File: src/sv/sfr_pkg.sv
// sfr_pkg: shared types, constants and register indexes for the sensor frame reader
// used by sfr_front, sfr_back, sfr_res_q and the top level; no dependencies
`timescale 1ns / 1ps

package sfr_pkg;

  // counter width and its saturation value
  localparam int unsigned CNT_BITS = 16;
  localparam logic [CNT_BITS-1:0] CNT_MAX = '1;

  // frame layout
  localparam int unsigned PHASE_BITS = 7;
  localparam logic [PHASE_BITS-1:0] PHASE_LAST = 7'd82;
  localparam logic [PHASE_BITS-1:0] FIRST_BIT_PHASE = 7'd4;
  localparam int unsigned FRAME_BITS = 40;

  // configuration port
  localparam int unsigned CFG_IDX_BITS = 2;
  localparam int unsigned CFG_DATA_BITS = 16;
  localparam logic [CFG_IDX_BITS-1:0] CFG_PRE_WAIT = 2'd0;
  localparam logic [CFG_IDX_BITS-1:0] CFG_START_LOW = 2'd1;
  localparam logic [CFG_IDX_BITS-1:0] CFG_TIMEOUT = 2'd2;
  localparam logic [CFG_IDX_BITS-1:0] CFG_ONE_THRESH = 2'd3;

  // register reset values
  localparam logic [CNT_BITS-1:0] PRE_WAIT_RST = 16'd500;
  localparam logic [CNT_BITS-1:0] START_LOW_RST = 16'd20;
  localparam logic [CNT_BITS-1:0] TIMEOUT_RST = 16'd1000;
  localparam logic [CNT_BITS-1:0] ONE_THRESH_RST = 16'd20;

  // read status codes
  localparam logic [1:0] STS_OK = 2'd0;
  localparam logic [1:0] STS_TIMEOUT = 2'd1;
  localparam logic [1:0] STS_CHECKSUM = 2'd2;
  localparam logic [1:0] STS_UNUSED = 2'd3;

  // sequencer states
  typedef enum logic [3:0] {
    ST_IDLE = 4'b0001,
    ST_PRE  = 4'b0010,
    ST_LOW  = 4'b0100,
    ST_READ = 4'b1000
  } state_t;

  // one input word
  typedef struct packed {
    logic line_level;
    logic start_read;
  } in_word_t;

  // one result word
  typedef struct packed {
    logic       drive_low;
    logic       busy_res;
    logic       done_res;
    logic [1:0] status;
    logic [7:0] humidity_whole;
    logic [7:0] humidity_tenths;
    logic [7:0] temperature_whole;
    logic [7:0] temperature_tenths;
    logic [7:0] received_sum;
  } res_t;

  // handshake between the stages
  typedef struct packed {
    logic valid;
    logic take;
  } hs_t;

endpackage

File: src/sv/sfr_front.sv
// sfr_front: two-word input queue that takes line samples from the push side
// depends on sfr_pkg
`timescale 1ns / 1ps

module sfr_front (
  input  logic             clk,
  input  logic             rst_n,
  input  logic             push,
  input  sfr_pkg::in_word_t din,
  output logic             full,
  input  logic             take,
  output logic             valid,
  output sfr_pkg::in_word_t dout
);

  logic [1:0]        cnt_r, cnt_nxt;
  sfr_pkg::in_word_t slot0_r, slot1_r;
  logic              push_fire;

  assign push_fire = push && !full;
  assign full = cnt_r[1];
  assign valid = (cnt_r != 2'd0);
  assign dout = slot0_r;

  // occupancy
  always_comb begin
    cnt_nxt = cnt_r;
    if (push_fire && !take) begin
      cnt_nxt = cnt_r + 2'd1;
    end else if (take && !push_fire) begin
      cnt_nxt = cnt_r - 2'd1;
    end
  end

  always_ff @(posedge clk) begin
    if (!rst_n) begin
      cnt_r <= 2'd0;
    end else begin
      cnt_r <= cnt_nxt;
    end
  end

  // storage slots, oldest word in slot0
  always_ff @(posedge clk) begin
    if (take) begin
      if (cnt_r == 2'd2) begin
        slot0_r <= slot1_r;
        if (push_fire) begin
          slot1_r <= din;
        end
      end else if (push_fire) begin
        slot0_r <= din;
      end
    end else if (push_fire) begin
      if (cnt_r == 2'd0) begin
        slot0_r <= din;
      end else begin
        slot1_r <= din;
      end
    end
  end

endmodule

File: src/sv/sfr_back.sv
// sfr_back: configuration registers and the read sequencer, one sample per taken word
// depends on sfr_pkg
`timescale 1ns / 1ps

module sfr_back (
  input  logic                                clk,
  input  logic                                rst_n,
  input  logic                                cfg_we,
  input  logic [sfr_pkg::CFG_IDX_BITS-1:0]    cfg_idx,
  input  logic [sfr_pkg::CFG_DATA_BITS-1:0]   cfg_wdata,
  input  logic                                in_valid,
  input  sfr_pkg::in_word_t                   in_word,
  input  logic                                res_ready,
  output sfr_pkg::hs_t                        hs,
  output sfr_pkg::res_t                       res_word
);

  logic [sfr_pkg::CNT_BITS-1:0]   pre_wait_r, start_low_r, timeout_r, one_thresh_r;
  sfr_pkg::state_t                state_r, state_nxt;
  logic [sfr_pkg::CNT_BITS-1:0]   wait_cnt_r, wait_cnt_nxt;
  logic [sfr_pkg::PHASE_BITS-1:0] phase_idx_r, phase_idx_nxt;
  logic [sfr_pkg::CNT_BITS-1:0]   phase_ticks_r, phase_ticks_nxt;
  logic [sfr_pkg::FRAME_BITS-1:0] shift_r, shift_nxt;
  logic [1:0]                     last_sts_r, last_sts_nxt;
  logic                           drive, done;
  logic                           take;
  logic [7:0]                     sum;

  assign take = in_valid && res_ready;
  assign hs.valid = in_valid;
  assign hs.take = take;

  // configuration registers
  always_ff @(posedge clk) begin
    if (!rst_n) begin
      pre_wait_r   <= sfr_pkg::PRE_WAIT_RST;
      start_low_r  <= sfr_pkg::START_LOW_RST;
      timeout_r    <= sfr_pkg::TIMEOUT_RST;
      one_thresh_r <= sfr_pkg::ONE_THRESH_RST;
    end else if (cfg_we) begin
      case (cfg_idx)
        sfr_pkg::CFG_PRE_WAIT:   pre_wait_r <= cfg_wdata;
        sfr_pkg::CFG_START_LOW:  start_low_r <= cfg_wdata;
        sfr_pkg::CFG_TIMEOUT:    timeout_r <= cfg_wdata;
        sfr_pkg::CFG_ONE_THRESH: one_thresh_r <= cfg_wdata;
        default: ;
      endcase
    end
  end

  // one sample step: read phases first, then pre-wait and start pulse
  always_comb begin
    state_nxt       = state_r;
    wait_cnt_nxt    = wait_cnt_r;
    phase_idx_nxt   = phase_idx_r;
    phase_ticks_nxt = phase_ticks_r;
    shift_nxt       = shift_r;
    last_sts_nxt    = last_sts_r;
    drive           = 1'b0;
    done            = 1'b0;
    sum             = 8'd0;

    case (state_r)
      sfr_pkg::ST_IDLE: begin
        if (in_word.start_read) begin
          state_nxt    = sfr_pkg::ST_PRE;
          wait_cnt_nxt = '0;
          shift_nxt    = '0;
        end
      end
      sfr_pkg::ST_READ: begin
        // even phases are high, odd phases low
        if (in_word.line_level == !phase_idx_r[0]) begin
          if (phase_ticks_r < sfr_pkg::CNT_MAX) begin
            phase_ticks_nxt = phase_ticks_r + 1'b1;
          end
          if (phase_ticks_nxt >= timeout_r) begin
            last_sts_nxt = sfr_pkg::STS_TIMEOUT;
            state_nxt    = sfr_pkg::ST_IDLE;
            done         = 1'b1;
          end
        end else begin
          // end of a data high phase gives one bit
          if (!phase_idx_r[0] && phase_idx_r >= sfr_pkg::FIRST_BIT_PHASE) begin
            shift_nxt = {shift_r[sfr_pkg::FRAME_BITS-2:0], (phase_ticks_r > one_thresh_r)};
          end
          if (phase_idx_r >= sfr_pkg::PHASE_LAST) begin
            sum = shift_nxt[39:32] + shift_nxt[31:24] + shift_nxt[23:16] + shift_nxt[15:8];
            last_sts_nxt = (sum == shift_nxt[7:0]) ? sfr_pkg::STS_OK : sfr_pkg::STS_CHECKSUM;
            state_nxt    = sfr_pkg::ST_IDLE;
            done         = 1'b1;
          end else begin
            phase_idx_nxt   = phase_idx_r + 1'b1;
            phase_ticks_nxt = {{(sfr_pkg::CNT_BITS-1){1'b0}}, 1'b1};
            if (phase_ticks_nxt >= timeout_r) begin
              last_sts_nxt = sfr_pkg::STS_TIMEOUT;
              state_nxt    = sfr_pkg::ST_IDLE;
              done         = 1'b1;
            end
          end
        end
      end
      default: ;
    endcase

    // pre-wait, entered on the start tick itself
    if (state_nxt == sfr_pkg::ST_PRE) begin
      if (wait_cnt_nxt < pre_wait_r) begin
        wait_cnt_nxt = wait_cnt_nxt + 1'b1;
      end else begin
        state_nxt    = sfr_pkg::ST_LOW;
        wait_cnt_nxt = '0;
      end
    end

    // start pulse, then one released tick before sampling
    if (state_nxt == sfr_pkg::ST_LOW) begin
      if (wait_cnt_nxt < start_low_r) begin
        wait_cnt_nxt = wait_cnt_nxt + 1'b1;
        drive        = 1'b1;
      end else begin
        state_nxt       = sfr_pkg::ST_READ;
        wait_cnt_nxt    = '0;
        phase_idx_nxt   = '0;
        phase_ticks_nxt = '0;
      end
    end
  end

  // sequencer state advances only on a taken word
  always_ff @(posedge clk) begin
    if (!rst_n) begin
      state_r       <= sfr_pkg::ST_IDLE;
      wait_cnt_r    <= '0;
      phase_idx_r   <= '0;
      phase_ticks_r <= '0;
      shift_r       <= '0;
      last_sts_r    <= sfr_pkg::STS_OK;
    end else if (take) begin
      state_r       <= state_nxt;
      wait_cnt_r    <= wait_cnt_nxt;
      phase_idx_r   <= phase_idx_nxt;
      phase_ticks_r <= phase_ticks_nxt;
      shift_r       <= shift_nxt;
      last_sts_r    <= last_sts_nxt;
    end
  end

  // result word for this sample
  always_comb begin
    res_word.drive_low          = drive;
    res_word.busy_res           = (state_nxt != sfr_pkg::ST_IDLE);
    res_word.done_res           = done;
    res_word.status             = last_sts_nxt;
    res_word.humidity_whole     = shift_nxt[39:32];
    res_word.humidity_tenths    = shift_nxt[31:24];
    res_word.temperature_whole  = shift_nxt[23:16];
    res_word.temperature_tenths = shift_nxt[15:8];
    res_word.received_sum       = shift_nxt[7:0];
  end

endmodule

File: src/sv/sfr_res_q.sv
// sfr_res_q: two-word result queue between the sequencer and the pop side
// depends on sfr_pkg
`timescale 1ns / 1ps

module sfr_res_q (
  input  logic          clk,
  input  logic          rst_n,
  input  logic          wr,
  input  sfr_pkg::res_t din,
  output logic          ready,
  input  logic          pop,
  output logic          empty,
  output sfr_pkg::res_t dout
);

  logic [1:0]    cnt_r, cnt_nxt;
  sfr_pkg::res_t slot0_r, slot1_r;
  logic          pop_fire;

  assign pop_fire = pop && !empty;
  assign empty = (cnt_r == 2'd0);
  assign ready = !cnt_r[1] || pop_fire;
  assign dout = slot0_r;

  // occupancy
  always_comb begin
    cnt_nxt = cnt_r;
    if (wr && !pop_fire) begin
      cnt_nxt = cnt_r + 2'd1;
    end else if (pop_fire && !wr) begin
      cnt_nxt = cnt_r - 2'd1;
    end
  end

  always_ff @(posedge clk) begin
    if (!rst_n) begin
      cnt_r <= 2'd0;
    end else begin
      cnt_r <= cnt_nxt;
    end
  end

  // storage slots, oldest word in slot0
  always_ff @(posedge clk) begin
    if (pop_fire) begin
      if (cnt_r == 2'd2) begin
        slot0_r <= slot1_r;
        if (wr) begin
          slot1_r <= din;
        end
      end else if (wr) begin
        slot0_r <= din;
      end
    end else if (wr) begin
      if (cnt_r == 2'd0) begin
        slot0_r <= din;
      end else begin
        slot1_r <= din;
      end
    end
  end

endmodule

File: src/sv/single_wire_sensor_frame_reader_unit.sv
// single_wire_sensor_frame_reader_unit: top level of the single-wire sensor frame reader
// depends on sfr_pkg, sfr_front, sfr_back, sfr_res_q
//
// channel  | ports                                      | accepted when
// ---------+--------------------------------------------+---------------------
// input    | in_push, in_full, in_line_level, ...       | in_push && !in_full
// result   | out_empty, out_pop, out_drive_low, ...     | out_pop && !out_empty
// config   | cfg_we, cfg_idx, cfg_wdata                 | cfg_we
//
// one word per clock unless a queue stalls: the sequencer steps one sample per cycle
// a word is held in the input queue, then its result is registered in the result queue
// two-word queues on each side let push and pop stall independently
// synchronous active-low reset restores register defaults and the idle state
`timescale 1ns / 1ps

module single_wire_sensor_frame_reader_unit (
  input  logic       clk,
  input  logic       rst_n,
  input  logic       in_push,
  output logic       in_full,
  input  logic       in_line_level,
  input  logic       in_start_read,
  output logic       out_empty,
  input  logic       out_pop,
  output logic       out_drive_low,
  output logic       out_busy_res,
  output logic       out_done_res,
  output logic [1:0] out_status,
  output logic [7:0] out_humidity_whole,
  output logic [7:0] out_humidity_tenths,
  output logic [7:0] out_temperature_whole,
  output logic [7:0] out_temperature_tenths,
  output logic [7:0] out_received_sum,
  input  logic                                cfg_we,
  input  logic [sfr_pkg::CFG_IDX_BITS-1:0]    cfg_idx,
  input  logic [sfr_pkg::CFG_DATA_BITS-1:0]   cfg_wdata
);

  sfr_pkg::in_word_t in_word, q_word;
  sfr_pkg::res_t     res_word, out_word;
  sfr_pkg::hs_t      hs;
  logic              q_valid;
  logic              res_ready;

  assign in_word.line_level = in_line_level;
  assign in_word.start_read = in_start_read;

  // input side queue
  sfr_front u_front (
    .clk   (clk),
    .rst_n (rst_n),
    .push  (in_push),
    .din   (in_word),
    .full  (in_full),
    .take  (hs.take),
    .valid (q_valid),
    .dout  (q_word)
  );

  // sequencer
  sfr_back u_back (
    .clk       (clk),
    .rst_n     (rst_n),
    .cfg_we    (cfg_we),
    .cfg_idx   (cfg_idx),
    .cfg_wdata (cfg_wdata),
    .in_valid  (q_valid),
    .in_word   (q_word),
    .res_ready (res_ready),
    .hs        (hs),
    .res_word  (res_word)
  );

  // result side queue
  sfr_res_q u_res_q (
    .clk   (clk),
    .rst_n (rst_n),
    .wr    (hs.take),
    .din   (res_word),
    .ready (res_ready),
    .pop   (out_pop),
    .empty (out_empty),
    .dout  (out_word)
  );

  assign out_drive_low          = out_word.drive_low;
  assign out_busy_res           = out_word.busy_res;
  assign out_done_res           = out_word.done_res;
  assign out_status             = out_word.status;
  assign out_humidity_whole     = out_word.humidity_whole;
  assign out_humidity_tenths    = out_word.humidity_tenths;
  assign out_temperature_whole  = out_word.temperature_whole;
  assign out_temperature_tenths = out_word.temperature_tenths;
  assign out_received_sum       = out_word.received_sum;

  // the sequencer takes a word only when one is queued
  a_take_has_word: assert property (@(posedge clk) disable iff (!rst_n)
    hs.take |-> hs.valid)
    else $error("sequencer took a word from an empty queue");

  // the line is pulled low only while a read is running
  a_drive_busy: assert property (@(posedge clk) disable iff (!rst_n)
    (!out_empty && out_drive_low) |-> out_busy_res)
    else $error("line driven low outside a read");

  // a finished read leaves the block idle
  a_done_idle: assert property (@(posedge clk) disable iff (!rst_n)
    (!out_empty && out_done_res) |-> (!out_busy_res && !out_drive_low))
    else $error("read finished while still busy");

  // status never carries the unused code
  a_status_code: assert property (@(posedge clk) disable iff (!rst_n)
    !out_empty |-> (out_status != sfr_pkg::STS_UNUSED))
    else $error("unused status code on result");

endmodule
File: config.mk
export PLATFORM = sky130hd
export DESIGN_NAME = single_wire_sensor_frame_reader_unit
export DESIGN_NICKNAME = d
export VERILOG_FILES = /design/src/sv/sfr_pkg.sv /design/src/sv/sfr_front.sv /design/src/sv/sfr_back.sv /design/src/sv/sfr_res_q.sv /design/src/sv/single_wire_sensor_frame_reader_unit.sv
export SDC_FILE = /design/constraint.sdc
export NUM_CORES = 1
export LEC_CHECK = 0
export BUFFER_PORTS_ARGS = -buffer_cell sky130_fd_sc_hd__buf_2
export CAP_MARGIN = 10
export CORE_MARGIN = 3
export CORE_UTILIZATION = 25
export CTS_CLUSTER_DIAMETER = 50
export DETAILED_ROUTE_END_ITERATION = 8
export GPL_TIMING_DRIVEN = 0
export PLACE_DENSITY_LB_ADDON = 0.3
export SLEW_MARGIN = 20
export SYNTH_ARGS = -nofsm -noshare
export SYNTH_HDL_FRONTEND = slang
export SYNTH_SLANG_ARGS = --single-unit
export TNS_END_PERCENT = 10
File: constraint.sdc
create_clock -name clk -period 6.2 [get_ports clk]
set_clock_uncertainty 0.2 [all_clocks]
set_input_delay 0 -clock clk [delete_from_list [all_inputs] [get_ports clk]]
set_output_delay 0 -clock clk [all_outputs]
set_load 0.02 [all_outputs]
==> results of run 1 <==
-- per-layer routing --
metal  up-vias  track usage [%]  wire length [um]
met5         -                0                 0
met4         0             3.75               870
met3        59             2.49              1800
met2       239             20.9             17300
met1      5423             19.5             20400
li1       5572                -                 -
-- repair_timing --
item / in CTS / in global routing
setup buffers: 2 / 6
hold buffers: 34 / 0
endpoints found under the setup margin: 46 / 39
pin swaps: 2 / 7
resized for setup: 30 / 16
endpoints found under the hold margin: 106 / 0
-- state kept, by name, summed over array words and instances (netlist names) --
name and cells:
u_front.cnt_r 2, u_back.state_r 4, u_res_q.cnt_r 2, u_back.wait_cnt_r 16, u_back.pre_wait_r 16, u_back.phase_idx_r 7, u_res_q.dout 45, u_back.one_thresh_r 16
u_res_q.slot1_r 45, u_back.last_sts_r 2, u_front.dout 2, u_front.slot1_r 2, u_back.phase_ticks_r 16, u_back.start_low_r 16, u_back.timeout_r 16, u_back.shift_r 40
-- cell families (layout without fill, tap and decap cells) --
logic type | after synthesis | in the layout | share of synthesized area [%]
multiplexers | 76 | 76 | 6.08
flip-flops | 247 | 247 | 42.3
AO/OA/AOI/OAI | 305 | 305 | 15.6
adder cells (fa/ha/maj) | 92 | 92 | 9.03
buffers and inverters | 175 | 354 | 4.81
XOR/XNOR | 63 | 63 | 3.97
AND/OR/NAND/NOR | 528 | 528 | 18.1
-- worst max-delay path, cell delays in order (launching register included) --
cell      delay (ns)
dfxtp_1         0.29
buf_2           0.16
or3_1           0.33
buf_6           0.16
or2_4           0.32
buf_4           0.22
and2_1          0.19
ha_1            0.31
a211oi_2        0.18
o211ai_1        0.13
a221o_1         0.39
a21o_4          0.25
and2_4          0.17
or3_1           0.31
buf_2           0.17
inv_1           0.07
ha_1            0.13
nand4_1         0.12
nor2_2          0.17
o211ai_1        0.15
nor4_1          0.27
a21oi_1         0.16
a21oi_2         0.26
buf_4           0.15
o21ai_1         0.10
and2_4          0.23
a22o_1          0.19
-- power by group --
group / switching [mW] / total [mW] / internal (mW)
combinational: 1.74 / 2.91 / 1.16
sequential: 0.238 / 2.35 / 2.11
clock: 0.785 / 2.12 / 1.34
-- worst max path at each step --
stage | start | end | slack (ns) | cells past startpoint
detailed placement | u_front.dout[0] | u_back.phase_idx_r[2] | -1.67 | 26
global placement | u_front.dout[0] | u_back.wait_cnt_r[8] | -1.63 | 26
CTS | u_back.state_r[3] | u_back.wait_cnt_r[8] | 0.03 | 27
global route | u_back.state_r[2] | u_back.phase_ticks_r[13] | 0.03 | 25
finish | u_back.state_r[2] | u_back.phase_ticks_r[13] | 0.31 | 26
floorplan | u_back.state_r[2] | u_back.wait_cnt_r[8] | 0.57 | 28
-- cells in the mapped netlist (all sizes together), types with 8 or more instances --
master	instances	area [um^2]
a21o	13	105
nor2	141	532
o211ai	25	188
nand3	34	170
xor2	19	166
a21boi	50	375
inv	99	372
nor3b	32	240
fa	14	280
mux2	68	766
a21oi	67	339
nand4	22	138
a211oi	15	113
nand2	173	649
buf	10	48.8
ha	78	976
clkbuf	66	248
nor3	27	135
mux2i	8	80.1
dfxtp	153	3060
a22o	42	368
edfxtp	94	2820
and2	27	171
o211a	11	110
and3	24	150
xnor2	44	385
nor2b	13	81.3
o21ai	36	180
-- per-stage QoR --
stage	hold WS [ns]	setup WS [ns]	setup TNS [ns]
2_1_floorplan	-0.101	0.573	0
3_3_place_gp	-0.00207	-1.63	-43.73
3_5_place_dp	0.0000864	-1.67	-44.36
4_1_cts	0.113	0.0290	0
5_1_grt	0.145	0.0303	0
6_report	0.125	0.307	0
-- area by class of cell --
type / instances / area (um^2)
flip-flops and latches: 247 / 5890
well taps: 739 / 925
fillers: 5741 / 37400
repair buffers: 116 / 843
clock buffers: 49 / 1020
multi-input cells: 1064 / 7460
inverters: 99 / 372
plain buffers: 73 / 319
clock inverters: 17 / 223
==> results.yml, run 1 <==
placement:
  placed_cells: 2299
  gp_congestion: 0.881
  dpl_cell_area_mm2: 0.0153
  dp_hpwl_um: 30400
  portBuffers: 71
synthesis:
  synth_cell_types: 72
  synth_edf_count: 94
  synth_seq_cells: 247
  ys_warn_count: 0
  synthArstFlopShare_pct: 0
  ys_seq_area_share_pct: 42.3
  post_synth.cell_area_avg_um2: 9.36
  syn-num-nets: 1603
  syn_area_mm2: 0.0139
  ys.flop_type: "dfxtp_1"
  postSynthCellCount: 1486
cts:
  clk_latency_ns: 0.54
  clock_path_buffers: 3
  cts_root_buf: "clkbuf_16"
  h-tree-depth: 2
  cts_tree: "built"
  cts_buffers: 36
  clkTransAtPathRegs_ns: 0.06
  clock-sinks: 247
sta:
  setup-violations-final: 0
  fin_crit_sh_pct: 95.1
  slew_headroom_pct: 40.9
  fin_crit_ns: 5.89
  worst_pin_slew_ns: 0.879
  rsz0062_at_grt: "false"
  finalHoldViolCount: 0
  final_max_slew_viol_count: 0
  fmax_mhz: 170
cells_and_area:
  nets: 1754
  fin_util_pct: 31.3
  diodes: 0
  design_area_mm2: 0.0171
  area.growth.synth_to_final_pct: 22.6
  post_layout_nonfiller_instances: 2404
  final_common_cell: "nand2_1"
  final_cell_mix: "nand2_1 (172), dfxtp_1 (152), nor2_1 (135), inv_1 (99), edfxtp_1 (94)"
  drive_gt1_share_pct: 14.8
setup_path:
  worst_r2r_path_depth: 26
  r2r_end: "u_back.phase_ticks_r[13]"
  start_kind: "flop"
  end_kind: "flop"
  worstPathRequired_ns: 6.40
  worst-endpoint-arrival_ns: 6.10
  crit_fanout: 18
  worstReg2RegStart: "u_back.state_r[2]"
  crit_type: "reg2reg"
  r2r_slack_ns: 0.31
floorplanning:
  start_util_pct: 25.5
  core-area_mm2: 0.0545
  fp.dieW_um: 242
  die_area_mm2: 0.0585
  rows: 85
  die_height_um: 242
  io_pins: 72
routing:
  drt_iter0_markers: 723
  wl_um: 40400
  ant_nets: 0
  vias: 11293
  vias_per_cell: 4.70
  first_pass_iters: 6
  drcViolationCount: 0
  wl_per_cell_um: 16.8
min_path:
  hold_path_class: "in2reg"
  hold_end: "u_back.one_thresh_r[15]"
  hold_depth: 4
  hp-start: "cfg_wdata[15]"
power:
  power.total_mw: 7.38
  vdd_drop_max_mv: 0.203
  powerDensity_mw_per_mm2: 433
  p_leak_nw: 6.73
status:
  status: "finished, final reports clean"
global_route:
  grt_overflow: 0
  grt_start_max_net_pins: 24
  grt_use_total_pct: 13.6
  grt_pass1_wl_um: 63800
  antenna_found_initial: 0
  grt_pass1_vias: 11076
job:
  max-cap-violations: 0
Power figures use the tool's default switching activity.
==> run 2, diff against run 1 <==
--- a/config.mk
+++ b/config.mk
@@ -13,6 +13,7 @@
 export DETAILED_ROUTE_END_ITERATION = 8
 export GPL_TIMING_DRIVEN = 0
 export PLACE_DENSITY_LB_ADDON = 0.3
+export SKIP_CTS_REPAIR_TIMING = 1
 export SLEW_MARGIN = 20
 export SYNTH_ARGS = -nofsm -noshare
 export SYNTH_HDL_FRONTEND = slang
==> constraint.sdc (replaced) <==
create_clock -name clk -period 5.1 [get_ports clk]
set_clock_uncertainty 0.2 [all_clocks]
set_input_delay 0 -clock clk [delete_from_list [all_inputs] [get_ports clk]]
set_output_delay 0 -clock clk [all_outputs]
set_load 0.02 [all_outputs]
==> run 2 against run 1 <==
The flow now finishes with violations (negative setup slack). Critical endpoint is now u_back.phase_ticks_r[15]. Flip-flop and latch count is the same. Sequential power grew 22%. Global-route usage shrank 0.43 points. Final cell count grew 0.46%. Sequential share of layout area shrank 0.45 points. Via count grew 1.4%.
==> results.yml, run 2 (synthesis results as in run 1) <==
power:
  swShare_pct: 38.0
  combPwrFrac_pct: 41.2
  powerDensity_mw_per_mm2: 515
  p_switching_mw: 3.38
  vdd_drop_max_mv: 0.228
  seqPwrFrac_pct: 32.2
  p_leak_nw: 6.83
  p_clk_share_pct: 26.7
  p_int_mw: 5.52
status:
  violations: "negative setup slack"
  status: "finished with violations"
sta:
  setup_tns_ns: -22.01
  setup-violations-final: 46
  fin_crit_ns: 5.69
  setup_ws_ns: -0.589
  worst_pin_slew_ns: 1.05
  fin_crit_sh_pct: 112
  final_max_slew_viol_count: 0
  finalHoldViolCount: 0
  slew_headroom_pct: 29.3
  rsz0062_at_grt: "true"
  fmax_mhz: 176
  holdWs_ns: 0.0381
routing:
  ant_nets: 0
  drt_iter0_markers: 795
  drcViolationCount: 0
  wl_um: 40200
  first_pass_iters: 5
  wl_per_cell_um: 16.6
  vias: 11452
  vias_per_cell: 4.74
setup_path:
  crit_fanout: 8
  worst_r2r_path_depth: 26
  worstPathRequired_ns: 5.31
  crit_type: "reg2reg"
  r2r_slack_ns: -0.59
  worst-endpoint-arrival_ns: 5.90
  end_kind: "flop"
  start_kind: "flop"
placement:
  portBuffers: 71
  dp_hpwl_um: 30100
  gp_congestion: 0.841
  placed_cells: 2299
cts:
  clkTransAtPathRegs_ns: 0.06
  clk_latency_ns: 0.52
  cts_buffers: 35
  clock_path_buffers: 3
  h-tree-depth: 2
  clock-sinks: 247
  cts_tree: "built"
  cts_root_buf: "clkbuf_16"
cells_and_area:
  fin_util_pct: 31.8
  final_common_cell: "nand2_1"
  final_cell_mix: "nand2_1 (171), dfxtp_1 (150), nor2_1 (135), inv_1 (98), edfxtp_1 (94)"
  diodes: 0
  area.growth.synth_to_final_pct: 24.4
  post_layout_nonfiller_instances: 2415
  drive_gt1_share_pct: 17.6
  nets: 1769
min_path:
  hold_path_class: "in2reg"
  hold_depth: 2
job:
  max-cap-violations: 0
floorplanning:
  core-area_mm2: 0.0545
  die_height_um: 242
  die_area_mm2: 0.0585
  rows: 85
  start_util_pct: 25.5
  io_pins: 72
  fp.dieW_um: 242
global_route:
  grt_pass1_wl_um: 62100
  grt_pass1_vias: 10790
  antenna_found_initial: 1
  grt_start_max_net_pins: 27
  grt_use_total_pct: 13.2
  grt_overflow: 0
-- run 2: layer usage --
metal  vias up  wire length [um]  global-route usage [%]
met3        56              2060                    2.14
met2       271             17300                    19.9
met1      5519             20000                    19.6
met4         0               802                    3.01
met5         -                 0                       0
li1       5606                 -                       -
-- run 2: power groups by stage --
stage	sequential [mW]	combinational (mW)	clock, mW
after CTS	2.86	3.49	2.45
final	2.86	3.67	2.37
after detailed placement	2.90	3.46	0
after global placement	2.92	3.34	0
after floorplan	3.00	2.31	0
after global routing	2.91	4.05	2.53
-- run 2: final cells by class --
| class | count | area [um^2] |
|---|---|---|
| multi-input combinational | 1064 | 7600 |
| timing repair buffer | 130 | 982 |
| clock inverter | 19 | 190 |
| buffer | 75 | 385 |
| tap | 739 | 925 |
| sequential | 247 | 5890 |
| fill | 5703 | 37200 |
| clock buffer | 42 | 942 |
| inverter | 99 | 372 |
-- run 2: worst max-delay path, stage by stage, from the launching register on --
cell	delay, ns
dfxtp_4	0.36
or3_4	0.38
buf_6	0.15
or2_4	0.23
buf_8	0.13
buf_8	0.12
buf_8	0.14
and2_4	0.16
ha_4	0.21
a211oi_2	0.22
o211ai_1	0.13
a221o_1	0.40
a21o_4	0.24
and2_4	0.19
buf_12	0.14
a211oi_4	0.32
ha_4	0.19
nand4_1	0.08
nor2_2	0.16
o211ai_1	0.14
nor4_1	0.25
a21oi_1	0.16
a21oi_2	0.23
buf_4	0.15
o21ai_2	0.07
and2_4	0.22
a22o_1	0.18
-- run 2: path summary, 6_finish.rpt --
| path | from | end |
|---|---|---|
| setup / recovery | u_back.state_r[3] | u_back.phase_ticks_r[15] |
| hold / removal | in_line_level | u_front.slot1_r[1] |
| setup reg to reg | u_back.state_r[3] | u_back.phase_ticks_r[15] |
| hold reg to reg | u_back.pre_wait_r[12] | u_back.pre_wait_r[12] |
-- run 2: per-stage QoR --
stage / power [mW] / cell area (um^2) / setup WS [ns]
global placement: 6.25 / 15300 / -1.10
CTS: 8.80 / 16500 / -1.13
global route: 9.50 / 17300 / -0.811
finish: 8.91 / 17300 / -0.589
floorplan: 5.32 / 14000 / -0.128
detailed placement: 6.36 / 15400 / -1.10
